$ cat src/rtl/rksm_pkg.sv
// Shared constants and the command type of the makespan evaluator.
package rksm_pkg;

   localparam int MACHINES     = 3;
   localparam int MACH_BITS    = 2;
   localparam int TIME_BITS    = 11;
   localparam int DUR_BITS     = TIME_BITS - 1;
   localparam int LOAD_BITS    = 16;
   localparam int TAG_BITS     = 7;
   localparam int KEY_BITS_DEF = 16;
   localparam int QUEUE_DEPTH  = 2;

   localparam logic [LOAD_BITS-1:0] LOAD_MAX = {LOAD_BITS{1'b1}};

   typedef struct packed {
      logic [MACH_BITS-1:0] mach;
      logic [DUR_BITS-1:0]  dur;
      logic                 no_mach;
      logic                 last;
      logic [TAG_BITS-1:0]  tag;
   } cmd_type;

endpackage

$ cat src/rtl/rksm_front.sv
// Front end: eligibility, key decode and machine choice for one job.
module rksm_front #(
   parameter int KEY_BITS = rksm_pkg::KEY_BITS_DEF
) (
   input  logic [KEY_BITS-1:0]                  key,
   input  logic signed [rksm_pkg::TIME_BITS-1:0] times [rksm_pkg::MACHINES],
   input  logic                                 last_job,
   input  logic [rksm_pkg::TAG_BITS-1:0]        tag,
   output rksm_pkg::cmd_type                    cmd
);
   import rksm_pkg::*;

   localparam int PROD_BITS = KEY_BITS + MACH_BITS;

   logic [MACHINES-1:0]  elig;
   logic [MACH_BITS-1:0] n_elig;
   logic [PROD_BITS-1:0] prod;
   logic [MACH_BITS-1:0] k_sel;
   logic [MACH_BITS-1:0] rank;
   logic [MACH_BITS-1:0] mach;
   logic                 found;

   always_comb begin
      for (int i = 0; i < MACHINES; i++) begin
         elig[i] = ~times[i][TIME_BITS-1];
      end
      n_elig = MACH_BITS'($countones(elig));
      prod   = PROD_BITS'(key) * PROD_BITS'(n_elig);

      // k counts the slot boundaries that key*n lies strictly above
      k_sel = '0;
      for (int j = 1; j < MACHINES; j++) begin
         if ((MACH_BITS'(j) < n_elig) &&
             (prod > (PROD_BITS'(j) << KEY_BITS))) begin
            k_sel = k_sel + MACH_BITS'(1);
         end
      end

      // k-th eligible machine, counted from machine 0
      rank  = '0;
      mach  = '0;
      found = 1'b0;
      for (int i = 0; i < MACHINES; i++) begin
         if (elig[i]) begin
            if (!found && (rank == k_sel)) begin
               mach  = MACH_BITS'(i);
               found = 1'b1;
            end
            rank = rank + MACH_BITS'(1);
         end
      end

      cmd.mach    = mach;
      cmd.dur     = times[mach][DUR_BITS-1:0];
      cmd.no_mach = (n_elig == '0);
      cmd.last    = last_job;
      cmd.tag     = tag;
   end

endmodule

$ cat src/rtl/rksm_queue.sv
// Small FIFO of decoded commands between front and back end.
module rksm_queue #(
   parameter int DEPTH = rksm_pkg::QUEUE_DEPTH
) (
   input  logic              clock,
   input  logic              reset,
   input  logic              push,
   input  rksm_pkg::cmd_type push_cmd,
   output logic              can_push,
   input  logic              pop,
   output logic              head_valid,
   output rksm_pkg::cmd_type head_cmd
);
   import rksm_pkg::*;

   localparam int PTR_BITS = (DEPTH > 1) ? $clog2(DEPTH) : 1;
   localparam int CNT_BITS = $clog2(DEPTH + 1);

   cmd_type             mem_ff [DEPTH];
   logic [PTR_BITS-1:0] wr_ptr_ff, wr_ptr_in;
   logic [PTR_BITS-1:0] rd_ptr_ff, rd_ptr_in;
   logic [CNT_BITS-1:0] count_ff, count_in;

   function automatic logic [PTR_BITS-1:0] next_ptr(input logic [PTR_BITS-1:0] p);
      return (p == PTR_BITS'(DEPTH - 1)) ? '0 : p + PTR_BITS'(1);
   endfunction

   assign can_push   = (count_ff != CNT_BITS'(DEPTH));
   assign head_valid = (count_ff != '0);
   assign head_cmd   = mem_ff[rd_ptr_ff];

   always_comb begin
      wr_ptr_in = push ? next_ptr(wr_ptr_ff) : wr_ptr_ff;
      rd_ptr_in = pop  ? next_ptr(rd_ptr_ff) : rd_ptr_ff;
      count_in  = count_ff;
      if (push && !pop) begin
         count_in = count_ff + CNT_BITS'(1);
      end else if (pop && !push) begin
         count_in = count_ff - CNT_BITS'(1);
      end
   end

   always_ff @(posedge clock) begin
      if (reset) begin
         wr_ptr_ff <= '0;
         rd_ptr_ff <= '0;
         count_ff  <= '0;
      end else begin
         wr_ptr_ff <= wr_ptr_in;
         rd_ptr_ff <= rd_ptr_in;
         count_ff  <= count_in;
      end
   end

   always_ff @(posedge clock) begin
      if (push) begin
         mem_ff[wr_ptr_ff] <= push_cmd;
      end
   end

endmodule

$ cat src/rtl/rksm_back.sv
// Back end: load update, saturation, makespan and the result register.
module rksm_back (
   input  logic                                clock,
   input  logic                                reset,
   input  logic                                cmd_valid,
   input  rksm_pkg::cmd_type                   cmd,
   output logic                                cmd_pop,
   output logic                                rsp_valid,
   input  logic                                rsp_ready,
   output logic [rksm_pkg::MACH_BITS-1:0]      rsp_machine,
   output logic [rksm_pkg::LOAD_BITS-1:0]      rsp_start_time,
   output logic [rksm_pkg::LOAD_BITS-1:0]      rsp_finish_time,
   output logic [rksm_pkg::LOAD_BITS-1:0]      rsp_makespan,
   output logic                                rsp_done_res,
   output logic [rksm_pkg::TAG_BITS-1:0]       rsp_tag_out,
   output logic                                rsp_no_machine,
   output logic                                rsp_load_overflow
);
   import rksm_pkg::*;

   logic [LOAD_BITS-1:0] load_ff [MACHINES];
   logic [LOAD_BITS-1:0] load_in [MACHINES];
   logic [LOAD_BITS-1:0] load_upd [MACHINES];
   logic                 rsp_valid_ff, rsp_valid_in;
   logic [MACH_BITS-1:0] mach_ff;
   logic [LOAD_BITS-1:0] start_ff, finish_ff, span_ff;
   logic                 done_ff, nomach_ff, ovf_ff;
   logic [TAG_BITS-1:0]  tag_ff;

   logic [LOAD_BITS-1:0] start_v;
   logic [LOAD_BITS:0]   sum_v;
   logic                 ovf_v;
   logic [LOAD_BITS-1:0] finish_v;
   logic [LOAD_BITS-1:0] span_v;

   assign cmd_pop = cmd_valid && (!rsp_valid_ff || rsp_ready);

   always_comb begin
      start_v  = cmd.no_mach ? '0 : load_ff[cmd.mach];
      sum_v    = {1'b0, start_v} + (LOAD_BITS + 1)'(cmd.dur);
      ovf_v    = !cmd.no_mach && sum_v[LOAD_BITS];
      finish_v = cmd.no_mach ? '0 : (ovf_v ? LOAD_MAX : sum_v[LOAD_BITS-1:0]);

      span_v = '0;
      for (int i = 0; i < MACHINES; i++) begin
         load_upd[i] = load_ff[i];
         if (!cmd.no_mach && (cmd.mach == MACH_BITS'(i))) begin
            load_upd[i] = finish_v;
         end
         if (load_upd[i] > span_v) begin
            span_v = load_upd[i];
         end
      end

      for (int i = 0; i < MACHINES; i++) begin
         load_in[i] = load_ff[i];
         if (cmd_pop) begin
            load_in[i] = cmd.last ? '0 : load_upd[i];
         end
      end

      rsp_valid_in = cmd_pop || (rsp_valid_ff && !rsp_ready);
   end

   always_ff @(posedge clock) begin
      if (reset) begin
         rsp_valid_ff <= 1'b0;
         for (int i = 0; i < MACHINES; i++) begin
            load_ff[i] <= '0;
         end
      end else begin
         rsp_valid_ff <= rsp_valid_in;
         for (int i = 0; i < MACHINES; i++) begin
            load_ff[i] <= load_in[i];
         end
      end
   end

   always_ff @(posedge clock) begin
      if (cmd_pop) begin
         mach_ff   <= cmd.no_mach ? '0 : cmd.mach;
         start_ff  <= start_v;
         finish_ff <= finish_v;
         span_ff   <= cmd.last ? span_v : '0;
         done_ff   <= cmd.last;
         tag_ff    <= cmd.tag;
         nomach_ff <= cmd.no_mach;
         ovf_ff    <= ovf_v;
      end
   end

   assign rsp_valid         = rsp_valid_ff;
   assign rsp_machine       = mach_ff;
   assign rsp_start_time    = start_ff;
   assign rsp_finish_time   = finish_ff;
   assign rsp_makespan      = span_ff;
   assign rsp_done_res      = done_ff;
   assign rsp_tag_out       = tag_ff;
   assign rsp_no_machine    = nomach_ff;
   assign rsp_load_overflow = ovf_ff;

endmodule

$ cat src/rtl/random_key_schedule_makespan.sv
// Random-key chromosome decoder: per-job machine choice and makespan, top level.
//
// Scores one chromosome of a genetic scheduler, one job per transaction. Each
// job carries a 0.KEY_BITS random key and a processing time per machine (a
// negative time marks the machine ineligible). The key picks the k-th of the
// n eligible machines, k being the smallest index with key*n <= (k+1)*2^KEY_BITS.
// The job time is added to that machine's load (saturating at 65535, flagged
// by rsp_load_overflow) and the result reports machine, start and finish. A
// job with no eligible machine sets rsp_no_machine and changes no load. On the
// last job the result also carries the makespan (largest load) and all loads
// are cleared for the next chromosome; rsp_makespan is 0 on other results.
// Rate: one transaction per cycle sustained while rsp_ready is high; an accepted
// job passes through the command queue and then the result register. The limit
// is the back end's load read / add / write loop. The front end decodes the key
// combinationally into a two-entry command queue, so input and output stall
// independently.
module random_key_schedule_makespan #(
   parameter int KEY_BITS    = rksm_pkg::KEY_BITS_DEF,
   parameter int QUEUE_DEPTH = rksm_pkg::QUEUE_DEPTH
) (
   input  logic                                 clock,
   input  logic                                 reset,
   // job channel
   input  logic                                 req_valid,
   output logic                                 req_ready,
   input  logic [KEY_BITS-1:0]                  req_key,
   input  logic signed [rksm_pkg::TIME_BITS-1:0] req_time_m0,
   input  logic signed [rksm_pkg::TIME_BITS-1:0] req_time_m1,
   input  logic signed [rksm_pkg::TIME_BITS-1:0] req_time_m2,
   input  logic                                 req_last_job,
   input  logic [rksm_pkg::TAG_BITS-1:0]        req_chromosome_tag,
   // result channel
   output logic                                 rsp_valid,
   input  logic                                 rsp_ready,
   output logic [rksm_pkg::MACH_BITS-1:0]       rsp_machine,
   output logic [rksm_pkg::LOAD_BITS-1:0]       rsp_start_time,
   output logic [rksm_pkg::LOAD_BITS-1:0]       rsp_finish_time,
   output logic [rksm_pkg::LOAD_BITS-1:0]       rsp_makespan,
   output logic                                 rsp_done_res,
   output logic [rksm_pkg::TAG_BITS-1:0]        rsp_tag_out,
   output logic                                 rsp_no_machine,
   output logic                                 rsp_load_overflow
);
   import rksm_pkg::*;

   logic signed [TIME_BITS-1:0] req_times [MACHINES];
   cmd_type                     front_cmd;
   cmd_type                     head_cmd;
   logic                        q_can_push;
   logic                        q_head_valid;
   logic                        q_pop;
   logic                        req_take;

   assign req_times[0] = req_time_m0;
   assign req_times[1] = req_time_m1;
   assign req_times[2] = req_time_m2;

   // accept whenever the command queue has room
   assign req_ready = q_can_push;
   assign req_take  = req_valid && q_can_push;

   rksm_front #(
      .KEY_BITS (KEY_BITS)
   ) u_front (
      .key      (req_key),
      .times    (req_times),
      .last_job (req_last_job),
      .tag      (req_chromosome_tag),
      .cmd      (front_cmd)
   );

   rksm_queue #(
      .DEPTH (QUEUE_DEPTH)
   ) u_queue (
      .clock      (clock),
      .reset      (reset),
      .push       (req_take),
      .push_cmd   (front_cmd),
      .can_push   (q_can_push),
      .pop        (q_pop),
      .head_valid (q_head_valid),
      .head_cmd   (head_cmd)
   );

   // back end owns the loads and the result register
   rksm_back u_back (
      .clock             (clock),
      .reset             (reset),
      .cmd_valid         (q_head_valid),
      .cmd               (head_cmd),
      .cmd_pop           (q_pop),
      .rsp_valid         (rsp_valid),
      .rsp_ready         (rsp_ready),
      .rsp_machine       (rsp_machine),
      .rsp_start_time    (rsp_start_time),
      .rsp_finish_time   (rsp_finish_time),
      .rsp_makespan      (rsp_makespan),
      .rsp_done_res      (rsp_done_res),
      .rsp_tag_out       (rsp_tag_out),
      .rsp_no_machine    (rsp_no_machine),
      .rsp_load_overflow (rsp_load_overflow)
   );

endmodule

$ cat config.mk
export PLATFORM = sky130hd
export DESIGN_NAME = random_key_schedule_makespan
export DESIGN_NICKNAME = d
export VERILOG_FILES = /design/src/rtl/rksm_pkg.sv /design/src/rtl/rksm_front.sv /design/src/rtl/rksm_queue.sv /design/src/rtl/rksm_back.sv /design/src/rtl/random_key_schedule_makespan.sv
export SDC_FILE = /design/constraint.sdc
export NUM_CORES = 1
export LEC_CHECK = 0
export CELL_PAD_IN_SITES_DETAIL_PLACEMENT = 0
export CELL_PAD_IN_SITES_GLOBAL_PLACEMENT = 1
export CORE_ASPECT_RATIO = 0.9
export CORE_MARGIN = 2
export CORE_UTILIZATION = 40
export CTS_CLUSTER_DIAMETER = 120
export CTS_CLUSTER_SIZE = 12
export DETAILED_ROUTE_END_ITERATION = 6
export DONT_BUFFER_PORTS = 1
export PLACE_DENSITY_LB_ADDON = 0.08
export SYNTH_ARGS = -nofsm -noshare
export SYNTH_HDL_FRONTEND = slang
export SYNTH_SLANG_ARGS = --single-unit
$ cat constraint.sdc
create_clock -name clock -period 11 [get_ports clock]
set_clock_uncertainty 0.2 [all_clocks]
set_input_delay 2.2 -clock clock [delete_from_list [all_inputs] [get_ports clock]]
set_output_delay 2.2 -clock clock [all_outputs]
set_load 0.03 [all_outputs]
==> impl_metrics.py <==
metrics = {
    "timing": {
        "fmax_mhz": 103.7,
        "fin_crit_ns": 9.648,
        "drv_slew": 0,
        "finalHoldViolCount": 0,
        "finalSetupTns_ns": 0,
        "rsz0062_at_grt": "false",
        "min_period_over_period_pct": 87.71,
        "setup_viol": 0,
        "worst_slew_pin_slew_ns": 1.091,
        "relSlewSlack_pct": 27.19,
    },
    "global_route": {
        "use_met1_pct": 34.94,
        "grt_antenna_before_repair": 0,
        "busiest_layer": "met1",
        "overflow": 0,
        "grt_pass1_wl_mm": 43.74,
        "grt_max_degree": 47,
        "first_global_vias": 7305,
        "grt.total_usage_pct": 22.22,
        "grt_use_met3_pct": 4.816,
        "use_met2_pct": 30.85,
    },
    "yosys": {
        "synth.area.mux_share_pct": 8.987,
        "yosysSeqAreaShare_pct": 41.98,
        "synth_top_family_by_area": "compound AO/OA/AOI/OAI gates",
        "synth-xor-area-share_pct": 1.775,
        "async_flop_share_pct": 0,
        "yosysMostFrequentCell": "nor2_1",
        "synth_edf_count": 102,
        "synth_common_cells": "nor2_1 (105), edfxtp_1 (102), nand2_1 (72)",
        "ys_types": 86,
        "synthAdderAreaFrac_pct": 8.544,
        "synth.net_count": 1139,
        "netlist_area_mm2": 0.009871,
        "synthTopCellsByArea": "edfxtp_1 (31%), dfxtp_1 (11%), ha_1 (7.7%)",
        "ys_warn_count": 0,
        "synth-seq-cells": 156,
        "synth_compound_area_share_pct": 17.99,
        "netlist.area_leader.share_pct": 31.03,
        "synthSimpleGateAreaFrac_pct": 16.58,
        "synth_cells": 1013,
        "synth.avg_cell_area_um2": 9.744,
        "synth_ff_type": "edfxtp_1",
        "yosys.area.top_type": "edfxtp_1",
    },
    "route": {
        "routed_wirelength_mm": 28.19,
        "drc": 1,
        "drtPass1Iterations": 7,
        "viasPerCell": 5.845,
        "routedWlPerCell_um": 21.37,
        "drtAntennaViolNets": 0,
        "first_iter_violations": 687,
        "via_count": 7710,
    },
    "critical_path": {
        "critPathBufInv": 2,
        "critPathKind": "reg2reg",
        "critPathRequiredTime_ns": 11.06,
        "cp_top_family": "compound AO/OA/AOI/OAI gates",
        "cp-end-kind": "flop",
        "cp_slowest_stage_delay_ns": 0.82,
        "cp_max_fo": 27,
        "cp.arrival_ns": 9.70,
        "critPathLaunchType": "flop",
        "crit_top_cell": "ha_1",
        "critPathSlowestCell": "o311ai_1",
    },
    "pwr": {
        "power.total_mw": 3.537,
        "peakVddDrop_mv": 0.1598,
        "leakagePower_nw": 4.238,
        "power_density_mw_per_mm2": 327.4,
    },
    "floorplanning": {
        "initial_core_util_pct": 40.69,
        "die_y_um": 153.0,
        "rows": 54,
        "ios": 123,
        "die_width_um": 169.6,
        "die_area_mm2": 0.02595,
        "coreArea_mm2": 0.02426,
    },
    "job": {
        "drv_cap": 0,
    },
    "final_layout": {
        "diodes": 0,
        "final_cell_count_no_fill": 1319,
        "layout.nets": 1124,
        "drive_above_1_share_pct": 10.19,
        "area_growth_pct": 9.469,
        "fin_util_pct": 44.55,
    },
    "place": {
        "portBuffers": 0,
        "place_congestion": 0.8576,
        "dp_hpwl_mm": 20.78,
        "dp.cells": 1287,
    },
    "run_status": {
        "run_status": "finished with violations",
        "violations": "DRC",
    },
    "clocking": {
        "cts-hold-fix-buffers": 0,
        "ctsResizeCount": 0,
        "cts-root-buf": "clkbuf_16",
        "clock_sinks": 156,
        "tritoncts": "done",
        "clkLatencyLatePin_ns": 0.44,
        "clk_pin_slew_worst_paths_ns": 0.07,
        "cts.path.max_buffers": 2,
        "cts_made_buffers": 17,
        "post-cts-setup-buffers": 0,
        "h-tree-depth": 4,
    },
    "worst_hold_path": {
        "min_path_type": "reg2reg",
    },
}
[state kept, by name, summed over array words and instances (netlist names), named ones only]
name / flops
u_back.rsp_makespan: 16
u_back.rsp_tag_out: 7
u_queue.rd_ptr_ff: 1
u_back.rsp_machine: 2
u_back.rsp_load_overflow: 1
u_back.rsp_start_time: 16
u_back.rsp_no_machine: 1
u_back.rsp_finish_time: 16
u_queue.wr_ptr_ff: 1
u_queue.mem_ff: 42
u_queue.count_ff: 2
u_back.rsp_valid: 1
u_back.rsp_done_res: 1
u_back.load_ff: 48
[metrics by stage]
step | instance area [µm²] | setup slack (ns) | hold WS (ns)
final | 10810 | 1.352 | 0.3180
after global routing | 10810 | 0.5716 | 0.3592
after CTS | 10810 | 1.447 | 0.3187
after detailed placement | 10170 | 1.595 | 0.3002
after global placement | 10170 | 1.690 | 0.2950
after floorplan | 9871 | 2.802 | 0.2478
[worst paths after layout]
check / start / to / slack (ns) / cells after the start
worst min register to register: u_queue.rd_ptr_ff / flop / 0.32 / 2
worst max-delay path: flop / u_back.rsp_makespan[3] / 1.35 / 26
worst max register to register: flop / u_back.rsp_makespan[3] / 1.35 / 26
worst min-delay path: u_queue.rd_ptr_ff / flop / 0.32 / 2
[cell type report]
type	instances	area, µm²
clock buffers	17	425.4
clock inverters	15	211.5
fillers	2327	13450
inverters	52	195.2
multi-input cells	758	5346
flip-flops and latches	156	4144
well taps	308	385.4
repair buffers	13	97.59
[report_power, final]
part	internal, mW	leakage (nW)	switching (mW)	total, mW
Clock	0.315	0.305	0.308	0.623
Sequential	0.865	1.42	0.284	1.15
Combinational	0.609	2.51	1.16	1.77
Total	1.79	4.24	1.75	3.54
[kinds of logic after synthesis]
logic type / after synthesis
simple gates: 331
compound gates: 260
flops: 156
buf+inv: 99
mux: 82
fa+ha+maj: 65
xor+xnor: 20
[worst register-to-register path, delay by kind of cell (launching register included)]
family / cells / cell delay [ns]
DFF: 1 / 0.67
muxes: 2 / 0.46
AOI/OAI and AO/OA: 8 / 3.61
and+or+nand+nor: 11 / 2.95
buffers and inverters: 2 / 0.60
adders and majority gates: 3 / 1.00
[placed cells by master, fill, tap and decap left out, drive strengths merged, types with 6 or more instances in the layout]
| cell | instances |
|---|---|
| nor2 | 106 |
| edfxtp | 102 |
| nand2 | 73 |
| ha | 61 |
| o21ai | 60 |
| a21oi | 59 |
| inv | 58 |
| mux2i | 55 |
| dfxtp | 54 |
| and2 | 38 |
| mux2 | 27 |
| a211oi | 20 |
| a22oi | 19 |
| nor3 | 18 |
| clkbuf | 17 |
| nand2b | 15 |
| nand3 | 14 |
| and3 | 14 |
| o22ai | 14 |
| buf | 13 |
| xnor2 | 10 |
| xor2 | 10 |
| a31oi | 10 |
| a21o | 9 |
| nand4 | 9 |
| clkinv | 9 |
| nor2b | 8 |
| o21a | 8 |
| nor4 | 8 |
| or3 | 7 |
| a22o | 7 |
| a2bb2oi | 6 |
[routing by layer]
layer	up-vias	part of all wire, %
li1	3721	-
met1	3699	51
met4	0	0.96
met2	269	41
met5	-	0
met3	21	6.9
(Power assumes the default switching activity.)
